**config.mk**
```make
export PLATFORM = sky130hd
export DESIGN_NAME = cdrom_sector_payload_extractor_flat
export DESIGN_NICKNAME = d
export VERILOG_FILES = /design/src/csp_pkg.sv /design/src/csp_byte_if.sv /design/src/csp_result_if.sv /design/src/csp_in_stage.sv /design/src/csp_core.sv /design/src/cdrom_sector_payload_extractor.sv /design/src/flat_wrapper.sv
export SDC_FILE = /design/constraint.sdc
export NUM_CORES = 1
export LEC_CHECK = 0
export BUFFER_PORTS_ARGS = -buffer_cell sky130_fd_sc_hd__buf_2
export CAP_MARGIN = 20
export CORE_MARGIN = 3
export CORE_UTILIZATION = 58
export CTS_BUF_LIST = sky130_fd_sc_hd__clkbuf_8
export DETAILED_ROUTE_END_ITERATION = 16
export HOLD_SLACK_MARGIN = 0.15
export PLACE_DENSITY = 0.84
export SETUP_SLACK_MARGIN = 0.5
export SYNTH_ARGS = -nofsm -noshare
export SYNTH_HDL_FRONTEND = slang
export SYNTH_HIERARCHICAL = 1
export SYNTH_SLANG_ARGS = --single-unit
```
**constraint.sdc**
```tcl
create_clock -name clk -period 5.7 [get_ports clk]
set_input_delay 0.855 -clock clk [delete_from_list [all_inputs] [get_ports clk]]
set_output_delay 0.855 -clock clk [all_outputs]
set_load 0.03 [all_outputs]
```
**src/csp_pkg.sv**
```systemverilog
// Shared types, constants and helper functions for the CD-ROM sector payload extractor.
// No dependencies; csp_in_stage, csp_core and the top level import this package.
`timescale 1ns / 1ps

package csp_pkg;

  // Kind of the sector a result belongs to.
  typedef enum logic [2:0] {
    KIND_AUDIO = 3'd0,
    KIND_MODE1 = 3'd1,
    KIND_FORM1 = 3'd2,
    KIND_FORM2 = 3'd3,
    KIND_BAD   = 3'd4
  } sector_kind_t;

  // Contents of the input register that sits in front of the deframer.
  typedef struct packed {
    logic       valid;
    logic [7:0] raw_byte;
  } byte_stage_t;

  localparam int SYNC_LEN    = 12;
  localparam int SYNC_IDX_W  = $clog2(SYNC_LEN);
  localparam int MODE_POS    = 15;
  localparam int SUBMODE_POS = 18;
  localparam int M1_START    = 16;
  localparam int XA_START    = 24;
  localparam int FORM1_LEN   = 2048;
  localparam int FORM2_LEN   = 2324;
  localparam int M1_LAST     = M1_START + FORM1_LEN - 1;
  localparam int XA_F1_LAST  = XA_START + FORM1_LEN - 1;
  localparam int XA_F2_LAST  = XA_START + FORM2_LEN - 1;

  localparam logic [7:0] MODE_1      = 8'd1;
  localparam logic [7:0] MODE_2      = 8'd2;
  localparam int         XA_FORM_BIT = 5;

  localparam logic [31:0] SAT_MAX = 32'hFFFF_FFFF;

  // Expected sync byte: 00 at both ends of the sync field, FF in between.
  function automatic logic [7:0] sync_expected(input logic [SYNC_IDX_W-1:0] idx);
    return (idx == '0 || idx == SYNC_IDX_W'(SYNC_LEN - 1)) ? 8'h00 : 8'hFF;
  endfunction

  // Increment that sticks at the all-ones value.
  function automatic logic [31:0] sat_inc(input logic [31:0] v);
    return (v == SAT_MAX) ? v : v + 32'd1;
  endfunction

endpackage

```
**src/csp_byte_if.sv**
```systemverilog
// Valid/ready channel that carries one raw sector byte per transfer.
// No dependencies.
`timescale 1ns / 1ps

interface csp_byte_if;
  logic       valid;
  logic       ready;
  logic [7:0] raw_byte;

  modport source (output valid, output raw_byte, input ready);
  modport sink   (input valid, input raw_byte, output ready);
endinterface

```
**src/csp_result_if.sv**
```systemverilog
// Valid/ready channel that carries one extracted payload or status item per transfer.
// No dependencies.
`timescale 1ns / 1ps

interface csp_result_if;
  logic        valid;
  logic        ready;
  logic [7:0]  payload_byte;
  logic        payload_valid;
  logic        last_of_sector;
  logic [2:0]  sector_kind;
  logic        sync_error;
  logic [31:0] sync_error_total;
  logic [31:0] mode1_total;
  logic [31:0] form1_total;
  logic [31:0] form2_total;

  modport source (output valid, output payload_byte, output payload_valid,
                  output last_of_sector, output sector_kind, output sync_error,
                  output sync_error_total, output mode1_total, output form1_total,
                  output form2_total, input ready);
  modport sink   (input valid, input payload_byte, input payload_valid,
                  input last_of_sector, input sector_kind, input sync_error,
                  input sync_error_total, input mode1_total, input form1_total,
                  input form2_total, output ready);
endinterface

```
**src/csp_in_stage.sv**
```systemverilog
// Input register of the extractor: holds one raw byte until the deframer takes it.
// Depends on csp_pkg and csp_byte_if.
`timescale 1ns / 1ps

module csp_in_stage
  import csp_pkg::*;
(
  input  logic        clk,
  input  logic        rst_n,
  csp_byte_if.sink    in_ch,
  input  logic        take,
  output byte_stage_t stage
);

  logic       valid_r, valid_nxt;
  logic [7:0] byte_r, byte_nxt;
  logic       load;

  // The register refills in the same cycle that the deframer empties it.
  assign in_ch.ready = !valid_r || take;
  assign load        = in_ch.valid && in_ch.ready;

  always_comb begin
    valid_nxt = valid_r;
    byte_nxt  = byte_r;
    if (load) begin
      valid_nxt = 1'b1;
      byte_nxt  = in_ch.raw_byte;
    end else if (take) begin
      valid_nxt = 1'b0;
    end
  end

  always_ff @(posedge clk) begin
    if (!rst_n) begin
      valid_r <= 1'b0;
    end else begin
      valid_r <= valid_nxt;
    end
  end

  always_ff @(posedge clk) begin
    byte_r <= byte_nxt;
  end

  assign stage.valid    = valid_r;
  assign stage.raw_byte = byte_r;

endmodule

```
**src/csp_core.sv**
```systemverilog
// Deframer core: sector position, header state, saturating counters and result register.
// Depends on csp_pkg and csp_result_if.
`timescale 1ns / 1ps

module csp_core
  import csp_pkg::*;
#(
  parameter int SECTOR_BYTES = 2352
) (
  input  logic         clk,
  input  logic         rst_n,
  input  byte_stage_t  stage,
  output logic         take,
  input  logic         cfg_wr_en,
  input  logic         cfg_wr_data,
  csp_result_if.source out_ch
);

  localparam int PosW = $clog2(SECTOR_BYTES);
  localparam logic [PosW-1:0] LAST_POS = PosW'(SECTOR_BYTES - 1);

  logic [PosW-1:0] pos_r, pos_nxt;
  logic            data_track_r;
  logic            mism_r, mism_nxt;
  logic [7:0]      mode_r, mode_nxt;
  logic            form_r, form_nxt;
  logic [31:0]     sync_cnt_r, sync_cnt_nxt;
  logic [31:0]     m1_cnt_r, m1_cnt_nxt;
  logic [31:0]     f1_cnt_r, f1_cnt_nxt;
  logic [31:0]     f2_cnt_r, f2_cnt_nxt;

  logic            out_valid_r, out_valid_nxt;
  logic [7:0]      byte_r;
  logic            pv_r;
  logic            last_r;
  sector_kind_t    kind_r;
  logic            serr_r;

  logic            miss;
  logic            res_vld;
  logic [7:0]      res_byte;
  logic            res_pv;
  logic            res_last;
  sector_kind_t    res_kind;
  logic            res_serr;
  logic [PosW-1:0] xa_last;

  assign take = stage.valid && (!out_valid_r || out_ch.ready);

  always_comb begin
    pos_nxt      = pos_r;
    mism_nxt     = mism_r;
    mode_nxt     = mode_r;
    form_nxt     = form_r;
    sync_cnt_nxt = sync_cnt_r;
    m1_cnt_nxt   = m1_cnt_r;
    f1_cnt_nxt   = f1_cnt_r;
    f2_cnt_nxt   = f2_cnt_r;
    miss         = 1'b0;
    res_vld      = 1'b0;
    res_byte     = stage.raw_byte;
    res_pv       = 1'b1;
    res_last     = 1'b0;
    res_kind     = KIND_AUDIO;
    res_serr     = 1'b0;
    xa_last      = PosW'(XA_F1_LAST);

    if (take) begin
      pos_nxt = (pos_r == LAST_POS) ? '0 : pos_r + 1'b1;
      if (!data_track_r) begin
        res_vld  = 1'b1;
        res_last = (pos_r == LAST_POS);
      end else begin
        if (pos_r < PosW'(SYNC_LEN)) begin
          miss     = (stage.raw_byte != sync_expected(pos_r[SYNC_IDX_W-1:0]));
          mism_nxt = (pos_r == '0) ? miss : (mism_r | miss);
          if (pos_r == PosW'(SYNC_LEN - 1) && mism_nxt) begin
            sync_cnt_nxt = sat_inc(sync_cnt_r);
          end
        end else if (pos_r == PosW'(MODE_POS)) begin
          mode_nxt = stage.raw_byte;
          if (stage.raw_byte == MODE_1) begin
            m1_cnt_nxt = sat_inc(m1_cnt_r);
          end
        end else if (pos_r == PosW'(SUBMODE_POS)) begin
          form_nxt = stage.raw_byte[XA_FORM_BIT];
          if (mode_r == MODE_2) begin
            if (form_nxt) begin
              f2_cnt_nxt = sat_inc(f2_cnt_r);
            end else begin
              f1_cnt_nxt = sat_inc(f1_cnt_r);
            end
          end
        end

        res_serr = mism_nxt;
        if (mode_nxt == MODE_1) begin
          res_kind = KIND_MODE1;
          res_last = (pos_r == PosW'(M1_LAST));
          res_vld  = (pos_r >= PosW'(M1_START)) && (pos_r <= PosW'(M1_LAST));
        end else if (mode_nxt == MODE_2) begin
          xa_last  = form_nxt ? PosW'(XA_F2_LAST) : PosW'(XA_F1_LAST);
          res_kind = form_nxt ? KIND_FORM2 : KIND_FORM1;
          res_last = (pos_r == xa_last);
          res_vld  = (pos_r >= PosW'(XA_START)) && (pos_r <= xa_last);
        end else if (pos_r == LAST_POS) begin
          res_vld  = 1'b1;
          res_byte = 8'h00;
          res_pv   = 1'b0;
          res_last = 1'b1;
          res_kind = KIND_BAD;
        end
      end
    end

    if (take) begin
      out_valid_nxt = res_vld;
    end else if (out_ch.ready) begin
      out_valid_nxt = 1'b0;
    end else begin
      out_valid_nxt = out_valid_r;
    end
  end

  always_ff @(posedge clk) begin
    if (!rst_n) begin
      pos_r        <= '0;
      data_track_r <= 1'b1;
      mism_r       <= 1'b0;
      mode_r       <= '0;
      form_r       <= 1'b0;
      sync_cnt_r   <= '0;
      m1_cnt_r     <= '0;
      f1_cnt_r     <= '0;
      f2_cnt_r     <= '0;
      out_valid_r  <= 1'b0;
    end else begin
      pos_r       <= pos_nxt;
      mism_r      <= mism_nxt;
      mode_r      <= mode_nxt;
      form_r      <= form_nxt;
      sync_cnt_r  <= sync_cnt_nxt;
      m1_cnt_r    <= m1_cnt_nxt;
      f1_cnt_r    <= f1_cnt_nxt;
      f2_cnt_r    <= f2_cnt_nxt;
      out_valid_r <= out_valid_nxt;
      if (cfg_wr_en) begin
        data_track_r <= cfg_wr_data;
      end
    end
  end

  // Result payload; the totals are read straight from the counters, which
  // move whenever a byte is taken, also when that byte loads no result.
  always_ff @(posedge clk) begin
    if (take && res_vld) begin
      byte_r <= res_byte;
      pv_r   <= res_pv;
      last_r <= res_last;
      kind_r <= res_kind;
      serr_r <= res_serr;
    end
  end

  assign out_ch.valid            = out_valid_r;
  assign out_ch.payload_byte     = byte_r;
  assign out_ch.payload_valid    = pv_r;
  assign out_ch.last_of_sector   = last_r;
  assign out_ch.sector_kind      = kind_r;
  assign out_ch.sync_error       = serr_r;
  assign out_ch.sync_error_total = sync_cnt_r;
  assign out_ch.mode1_total      = m1_cnt_r;
  assign out_ch.form1_total      = f1_cnt_r;
  assign out_ch.form2_total      = f2_cnt_r;

  a_pos_in_sector: assert property (@(posedge clk) disable iff (!rst_n)
    pos_r <= LAST_POS)
    else $error("sector position ran past the last byte");

  a_bad_is_status: assert property (@(posedge clk) disable iff (!rst_n)
    out_valid_r && kind_r == KIND_BAD |-> !pv_r && last_r && byte_r == 8'h00)
    else $error("bad-mode result is not a status-only end-of-sector item");

  a_audio_clean: assert property (@(posedge clk) disable iff (!rst_n)
    out_valid_r && kind_r == KIND_AUDIO |-> pv_r && !serr_r)
    else $error("audio result carries a status or sync flag");

  a_counters_monotonic: assert property (@(posedge clk) disable iff (!rst_n)
    $past(rst_n) |-> sync_cnt_r >= $past(sync_cnt_r) && m1_cnt_r >= $past(m1_cnt_r)
      && f1_cnt_r >= $past(f1_cnt_r) && f2_cnt_r >= $past(f2_cnt_r))
    else $error("a saturating counter went down");

  a_totals_hold_without_take: assert property (@(posedge clk) disable iff (!rst_n)
    $past(rst_n) && !$past(take) |-> $stable(sync_cnt_r) && $stable(m1_cnt_r)
      && $stable(f1_cnt_r) && $stable(f2_cnt_r))
    else $error("counter changed without a byte being processed");

endmodule

```
**src/cdrom_sector_payload_extractor.sv**
```systemverilog
// Top level of the CD-ROM raw sector payload extractor.
// Depends on csp_pkg, csp_byte_if, csp_result_if, csp_in_stage and csp_core.
`timescale 1ns / 1ps

// Usage:
// Raw sector bytes arrive on in_ch, one byte per transfer, starting with byte 0 of a
// sector after reset; the block counts positions itself and wraps every SECTOR_BYTES.
// Results leave on out_ch. On an audio track (cfg data_track = 0) every byte comes out
// unchanged. On a data track the sync field and mode byte are checked, and only the
// user data of mode 1, mode 2 form 1 or mode 2 form 2 sectors is delivered, with
// last_of_sector on the final user byte. A sector with any other mode gives a single
// status transfer (payload_valid low) at its last byte. Every result carries the four
// saturating sector counters as they stand after that byte.
// An input transfer reaches its result through the input register and then the result
// register. Throughput is one byte per cycle unless the receiver stalls, set by the
// single pass from the input register through the position compare to the result
// register; a byte that yields no result still makes that pass.
// Reset (rst_n low at a clock edge) clears the position, header state and counters,
// empties both registers and sets data_track to 1.
// When the receiver stalls, the result register holds its item and the input register
// holds one more byte; after that in_ch.ready drops until out_ch.ready returns.
// cfg_wr_en writes cfg_wr_data into data_track at the clock edge; write it only while
// no transfer is in flight.

module cdrom_sector_payload_extractor
  import csp_pkg::*;
#(
  parameter int SECTOR_BYTES = 2352
) (
  input  logic         clk,
  input  logic         rst_n,
  csp_byte_if.sink     in_ch,
  csp_result_if.source out_ch,
  input  logic         cfg_wr_en,
  input  logic         cfg_wr_data
);

  byte_stage_t stage;
  logic        take;

  // Input register: holds one raw byte in front of the core; in_ch.ready follows take.
  csp_in_stage u_in_stage (
    .clk   (clk),
    .rst_n (rst_n),
    .in_ch (in_ch),
    .take  (take),
    .stage (stage)
  );

  // Position tracking, header decode, counters and the result register.
  csp_core #(
    .SECTOR_BYTES (SECTOR_BYTES)
  ) u_core (
    .clk         (clk),
    .rst_n       (rst_n),
    .stage       (stage),
    .take        (take),
    .cfg_wr_en   (cfg_wr_en),
    .cfg_wr_data (cfg_wr_data),
    .out_ch      (out_ch)
  );

endmodule
```
**src/flat_wrapper.sv**
```systemverilog
// flat-port wrapper written by rule: the top's interface ports become plain ports
module cdrom_sector_payload_extractor_flat import csp_pkg::*;
#(
  parameter int SECTOR_BYTES = 2352
)
  (clk, rst_n, cfg_wr_en, cfg_wr_data, in_ch_valid, in_ch_raw_byte, in_ch_ready, out_ch_valid, out_ch_payload_byte, out_ch_payload_valid, out_ch_last_of_sector, out_ch_sector_kind, out_ch_sync_error, out_ch_sync_error_total, out_ch_mode1_total, out_ch_form1_total, out_ch_form2_total, out_ch_ready);
  csp_byte_if in_ch_i ();
  csp_result_if out_ch_i ();
  input  logic clk;
  input  logic rst_n;
  input  logic cfg_wr_en;
  input  logic cfg_wr_data;
  input wire logic [$bits(in_ch_i.valid)-1:0] in_ch_valid;
  input wire logic [$bits(in_ch_i.raw_byte)-1:0] in_ch_raw_byte;
  output wire logic [$bits(in_ch_i.ready)-1:0] in_ch_ready;
  output wire logic [$bits(out_ch_i.valid)-1:0] out_ch_valid;
  output wire logic [$bits(out_ch_i.payload_byte)-1:0] out_ch_payload_byte;
  output wire logic [$bits(out_ch_i.payload_valid)-1:0] out_ch_payload_valid;
  output wire logic [$bits(out_ch_i.last_of_sector)-1:0] out_ch_last_of_sector;
  output wire logic [$bits(out_ch_i.sector_kind)-1:0] out_ch_sector_kind;
  output wire logic [$bits(out_ch_i.sync_error)-1:0] out_ch_sync_error;
  output wire logic [$bits(out_ch_i.sync_error_total)-1:0] out_ch_sync_error_total;
  output wire logic [$bits(out_ch_i.mode1_total)-1:0] out_ch_mode1_total;
  output wire logic [$bits(out_ch_i.form1_total)-1:0] out_ch_form1_total;
  output wire logic [$bits(out_ch_i.form2_total)-1:0] out_ch_form2_total;
  input wire logic [$bits(out_ch_i.ready)-1:0] out_ch_ready;
  assign in_ch_i.valid = in_ch_valid;
  assign in_ch_i.raw_byte = in_ch_raw_byte;
  assign in_ch_ready = in_ch_i.ready;
  assign out_ch_valid = out_ch_i.valid;
  assign out_ch_payload_byte = out_ch_i.payload_byte;
  assign out_ch_payload_valid = out_ch_i.payload_valid;
  assign out_ch_last_of_sector = out_ch_i.last_of_sector;
  assign out_ch_sector_kind = out_ch_i.sector_kind;
  assign out_ch_sync_error = out_ch_i.sync_error;
  assign out_ch_sync_error_total = out_ch_i.sync_error_total;
  assign out_ch_mode1_total = out_ch_i.mode1_total;
  assign out_ch_form1_total = out_ch_i.form1_total;
  assign out_ch_form2_total = out_ch_i.form2_total;
  assign out_ch_i.ready = out_ch_ready;
  cdrom_sector_payload_extractor #(.SECTOR_BYTES(SECTOR_BYTES)) u_core (.clk(clk), .rst_n(rst_n), .in_ch(in_ch_i), .out_ch(out_ch_i), .cfg_wr_en(cfg_wr_en), .cfg_wr_data(cfg_wr_data));
endmodule
```
Word level (Yosys, flattened, before mapping)
Index checks and enable logic that the tools add are counted.

cells by class
  add/sub/neg operators = 5
  magnitude comparators = 5
  equality and inequality tests = 16
  muxes and demuxes = 36
  bitwise logic cells = 10
  reduce and logical (&&, ||, !) cells = 22

operators by type and width
  operator               count
  $add 32x1->32 const B  4
  $eq 32x32->1 const B   4
  $mux 8                 10
  $eq 12x12->1 const B   2
  $eq 12x4->1 const B    2
  $ge 12x5->1 const B    2
  $mux 1                 22
  $eq 8x1->1 const B     2
  $eq 8x2->1 const B     2
  $reduce_and 8->1       2
  $add 12x1->12 const B  1
  $eq 12x12->1           1
  $eq 12x5->1 const B    1
  $le 12x12->1           1
  $le 12x12->1 const B   1
  $logic_not 12->1       1
  $lt 12x4->1 const B    1
  $mux 12                1
  $mux 9                 1
  $not 1->1              9
  $ne 8x8->1             1
  $logic_and 1x1->1      6
  $mux 3                 2
  $reduce_and 6->1       1
  other kinds (10)       14

word-level totals
  register bits = 175
  bits of input ports = 14
  output and inout port bits = 144
  word-level logic and storage cells = 112

Depth between registers and ports, before layout
  word-level depth = 14
  mapped depth = 12
  depth with buffers taken out = 12

Hierarchy
Netlist, hierarchy kept.

modules (own cells, without submodules)
  module        instances  cells an instance  area each (sq um)  sequential area each (sq um)
  csp_core      1          994                8174.1             3463.3
  csp_in_stage  1          14                 305.3              260.2

Worst setup path after synthesis
No wires, ideal clock.

  kind = reg2reg
  start point = register u_core.u_core.pos_r[9]
  end point = register u_core.u_core.last_r, in the netlist u_core/u_core/out_ch.last_of_sector, enable pin
  setup time = 0.389 ns
  arrival = 3.648 ns
  data required time = 5.311 ns
  setup slack = 1.662 ns
  cell stages (with the launch flop) = 12
  buffers on the path = 1
  period minus slack after synthesis = 4.038 ns
  cell sequence = dfxtp_1 -> or4_1 -> buf_2 -> or4_4 -> mux2_2 -> ha_1 -> nand2_1 -> nor3_1 -> a21oi_1 -> a21bo_2 -> o2111ai_1 -> a21oi_1

on the way
  word-level cells in the longest chain between the ends = 14
  elaborated cells between the ends (all ways) = 28
  classes of those cells = order compare (5); eq/ne (5); mux (15); reduce/logical (3)

RTL lines
  item                                                                  line             text
  start, declared                                                       csp_core.sv:22   logic [PosW-1:0] pos_r, pos_nxt;
  start signal, assigned                                                csp_core.sv:138  pos_r <= pos_nxt;
  parallel branches: the longest is 10 deep, another holds $lt 12x4->1  --
  $mux 1 *                                                              csp_core.sv:97   if (mode_nxt == MODE_1) begin
  $mux 1 *                                                              csp_core.sv:70   if (!data_track_r) begin
  $mux 1 *                                                              csp_core.sv:68   if (take) begin
  $logic_and 1x1->1 *                                                   csp_core.sv:156  if (take && res_vld) begin
  end signal, assigned                                                  csp_core.sv:159  last_r <= res_last;
  end, declared                                                         csp_core.sv:35   logic last_r;

Every way passes the cells marked *. The select of a mux whose other input is x is not followed.
A chain may end at the register's enable or synchronous reset.

Final worst setup path
  start point = register u_core.u_core.pos_r[9]
  end point = register u_core.u_core.byte_r[5], in the netlist u_core/u_core/out_ch.payload_byte[5], enable pin

on the way
  word-level cells in the longest chain between the ends = 14
  elaborated cells between the ends (all ways) = 28
  classes of those cells = order compare (5); eq/ne (5); mux (15); reduce/logical (3)

RTL lines
  item                                                                  line             text
  parallel branches: the longest is 10 deep, another holds $lt 12x4->1  --
  $mux 1 *                                                              csp_core.sv:97
  $mux 1 *                                                              csp_core.sv:70
  $mux 1 *                                                              csp_core.sv:68
  $logic_and 1x1->1 *                                                   csp_core.sv:156
  end signal, assigned                                                  csp_core.sv:157  byte_r <= res_byte;
  end, declared                                                         csp_core.sv:33   logic [7:0] byte_r;

Marks and branches as above.

==> impl_metrics.yaml <==
setup_path:
  crit_cells: 11
  cp.arrival_ps: 4060
  crit_chain: "or4_1, or4_4, mux2_2, ha_1, nand2_1, nor3_1, a21oi_1, a21bo_2, o2111ai_1, a21oi_1, buf_4"
  critPathKind: "reg -> reg"
  path_buf_inv: 1
  path_delay_family: "simple AND/OR/NAND/NOR gates"
  slowest_stage: "or4_1"
  worstSetupStartpointType: "flop"
  required_ps: 5850
  worstRegToRegCells: 11
  critPathCaptureType: "flop"
  critPathMaxFanout: 14
  path_common_cell: "a21oi_1"
  cp_slowest_stage_delay_ps: 670
floorplanning:
  die_area_sq_um: 16100
  core_sq_um: 14100
  ios: 158
  die_w_um: 127
  start_util_pct: 60.2
  rows: 43
  die_h_um: 127
layout:
  drive_gt1_share_pct: 18.5
  n_fill_cell: 1171
  final_cell_area_sq_um: 9810
  nNetsFinal: 1166
  seqCellArea_sq_um: 3720
  areaGrowthSynthToFinish_pct: 15.7
  multiInputGateArea_sq_um: 4460
routing:
  wl_um: 20800
  vias_per_cell: 6.00
  drt_first_pass_iters: 5
  drc: 0
  vias: 8035
  ant_nets: 0
  avgRoutedWirePerCell_um: 15.5
  drtIter0Drc: 646
timing:
  fin_skew_ps: 15.5
  setup_violations: 0
  finalSetupTns_ps: 0
  rsz0062_at_grt: "false"
  relSlewSlack_pct: 28.9
  period_needed_ps: 3910
  worst_pin_slew_ps: 1060
  drv_slew: 0
  worst_slack_ps: 1790
  finalHoldViolations: 0
  fmax_mhz: 256
  period_share_pct: 68.6
synth:
  synth_ff_type: "dfxtp_1"
  ys_async_sr_fraction_pct: 0
  ys_seq_area_share_pct: 43.9
  syn_area_per_cell_sq_um: 8.41
  ys_types: 55
  ys_warn_count: 6
  syn-cell-area_sq_um: 8480
  synth-edff-count: 22
  synth_seq_cells: 175
  synth_fp_nets: 1031
  netlist_instances: 1008
clock_network:
  clock_latency_ps: 460
  cts_tree: "built"
  cts.sinks: 175
  ctsHoldBuffers: 0
  htree_levels: 4
  cts_root_buf: "clkbuf_8"
  cts_resized: 0
  cts.path.max_buffers: 2
  cts-buffers-inserted: 17
  clk_pin_slew_ps: 90
  cts_setup_buffers: 0
place:
  place_ws_ps: 1870
  dp_hpwl_um: 14300
  portBuffers: 157
  dpl_cell_area_sq_um: 9370
  gp_congestion: 0.891
power_and_ir_drop:
  pwr_density_cell_nw_per_um2: 233
  irDropWorstVdd_mv: 0.170
  p_leak_nw: 3.57
run_status:
  outcome: "finished, final reports clean"
global_routing:
  grt_overflow: 0
  grt.total_usage_pct: 25.1
  grt_antenna_before_repair: 5
  grt_pass1_wl_um: 34200
  grt_pass1_vias: 7165
  grt_max_degree: 98
min_path:
  hp-class: "reg -> reg"
  hold_path_depth: 2
flow_run:
  drv_cap: 0
worst reg2reg max path, delay by kind of cell (launching register included):
family                   cells  cell delay (ps)
buffers and inverters        1              250
multiplexers                 1              360
AND/OR/NAND/NOR              4             1640
AO/OA/AOI/OAI                4              690
flip-flops                   1              370
adder cells (fa/ha/maj)      1              320
routing by layer:
metal / track usage, % / vias to the layer above / routed length (um) / part of all wire, %
met4: 8.58 / 4 / 396 / 1.9
met5: 0 / - / 21 / 0.10
met3: 6.11 / 36 / 1420 / 6.8
li1: - / 3930 / - / -
met1: 34.0 / 3780 / 9310 / 45
met2: 39.6 / 285 / 9650 / 46
final cells by class:
cell class	count	share of cell area, %
antenna	3	0.0765
clock buffer	17	2.38
clock inverter	15	2.09
inverter	27	1.05
multi-input combinational	756	45.5
sequential	175	37.9
tap	180	2.30
timing repair buffer	166	8.70
registers in the layout (all words and copies together), names as in the netlist:
signal / count
u_core/u_core/out_ch.form1_total: 32
u_core/u_core/out_ch.form2_total: 32
u_core/u_core/out_ch.mode1_total: 32
u_core/u_core/out_ch.sync_error_total: 32
u_core/u_core/pos_r: 12
u_core/u_core/mode_r: 8
u_core/u_core/out_ch.payload_byte: 8
u_core/u_in_stage/byte_r: 8
u_core/u_core/out_ch.sector_kind: 3
u_core/u_core/data_track_r: 1
u_core/u_core/form_r: 1
u_core/u_core/mism_r: 1
u_core/u_core/out_ch.last_of_sector: 1
u_core/u_core/out_ch.payload_valid: 1
u_core/u_core/out_ch.sync_error: 1
u_core/u_core/out_ch.valid: 1
u_core/u_in_stage/valid_r: 1
path summary, 6_finish.rpt:
| kind | from | end | slack, ps |
|---|---|---|---|
| min reg2reg | u_core/u_core/mode_r[6] | u_core/u_core/mode_r[6] | 460 |
| min | u_core/u_core/mode_r[6] | u_core/u_core/mode_r[6] | 460 |
| max reg2reg | u_core/u_core/pos_r[9] | u_core/u_core/out_ch.payload_byte[5] | 1790 |
| max | u_core/u_core/pos_r[9] | u_core/u_core/out_ch.payload_byte[5] | 1790 |
cell families after synthesis:
kind of cell             after synthesis  share of synthesized area (%)
AO/OA/AOI/OAI                        172                           11.7
flip-flops                           175                           43.9
buffers and inverters                 77                           3.57
AND/OR/NAND/NOR                      497                           31.2
adder cells (fa/ha/maj)                9                           1.33
multiplexers                          16                           1.93
XOR/XNOR                              62                           6.40
through the flow:
step / utilization, % / total power, mW / instances / hold WS (ps)
after CTS: 69.6 / 2.30 / 1336 / 461
after floorplan: - / 1.33 / 1008 / 432
final: 69.6 / 2.28 / 1339 / 460
after detailed placement: 66.4 / 1.36 / 1304 / 448
after global placement: 66.4 / 1.35 / 1304 / 441
after global routing: 69.6 / 2.36 / 1339 / 478
power by group:
| group | switching, mW | internal (mW) |
|---|---|---|
| Combinational | 0.0436 | 0.0188 |
| Sequential | 0.00929 | 1.26 |
| Clock | 0.471 | 0.485 |
cells in the final DEF, fill, tap and decap left out, drive strengths merged, types with 3 or more instances in the layout:
cell type  count
and2           8
clkbuf        17
nand2         98
nor3          39
nor2          88
o21a           4
buf          166
bufinv         4
o211ai         3
and3          22
clkinvlp       3
xnor2         50
or4           22
o31ai         21
xor2          12
mux2i         13
nor2b          9
clkinv         3
nand2b        12
nand3         49
or3           48
o31a           4
o21ai         46
a21oi         81
diode          3
nor4          27
mux2           3
nor3b          4
dfxtp        153
nand4         46
edfxtp        22
nand4b         4
ha             9
or2            4
and4          10
inv           32
cells in the mapped netlist, types with 10 or more instances:
library cell | number | area [sq um]
a21oi_1 | 81 | 405
and3_1 | 22 | 138
and4_1 | 10 | 87.6
clkbuf_1 | 44 | 165
dfxtp_1 | 153 | 3060
edfxtp_1 | 22 | 661
inv_1 | 26 | 97.6
mux2i_1 | 13 | 130
nand2_1 | 98 | 368
nand2b_1 | 11 | 68.8
nand3_1 | 49 | 245
nand4_1 | 46 | 288
nor2_1 | 88 | 330
nor3_1 | 39 | 195
nor4_1 | 27 | 169
o21ai_0 | 46 | 230
o31ai_1 | 21 | 158
or3_1 | 48 | 300
or4_1 | 20 | 150
xnor2_1 | 50 | 438
xor2_1 | 12 | 105
Power figures use the tool's default switching activity.
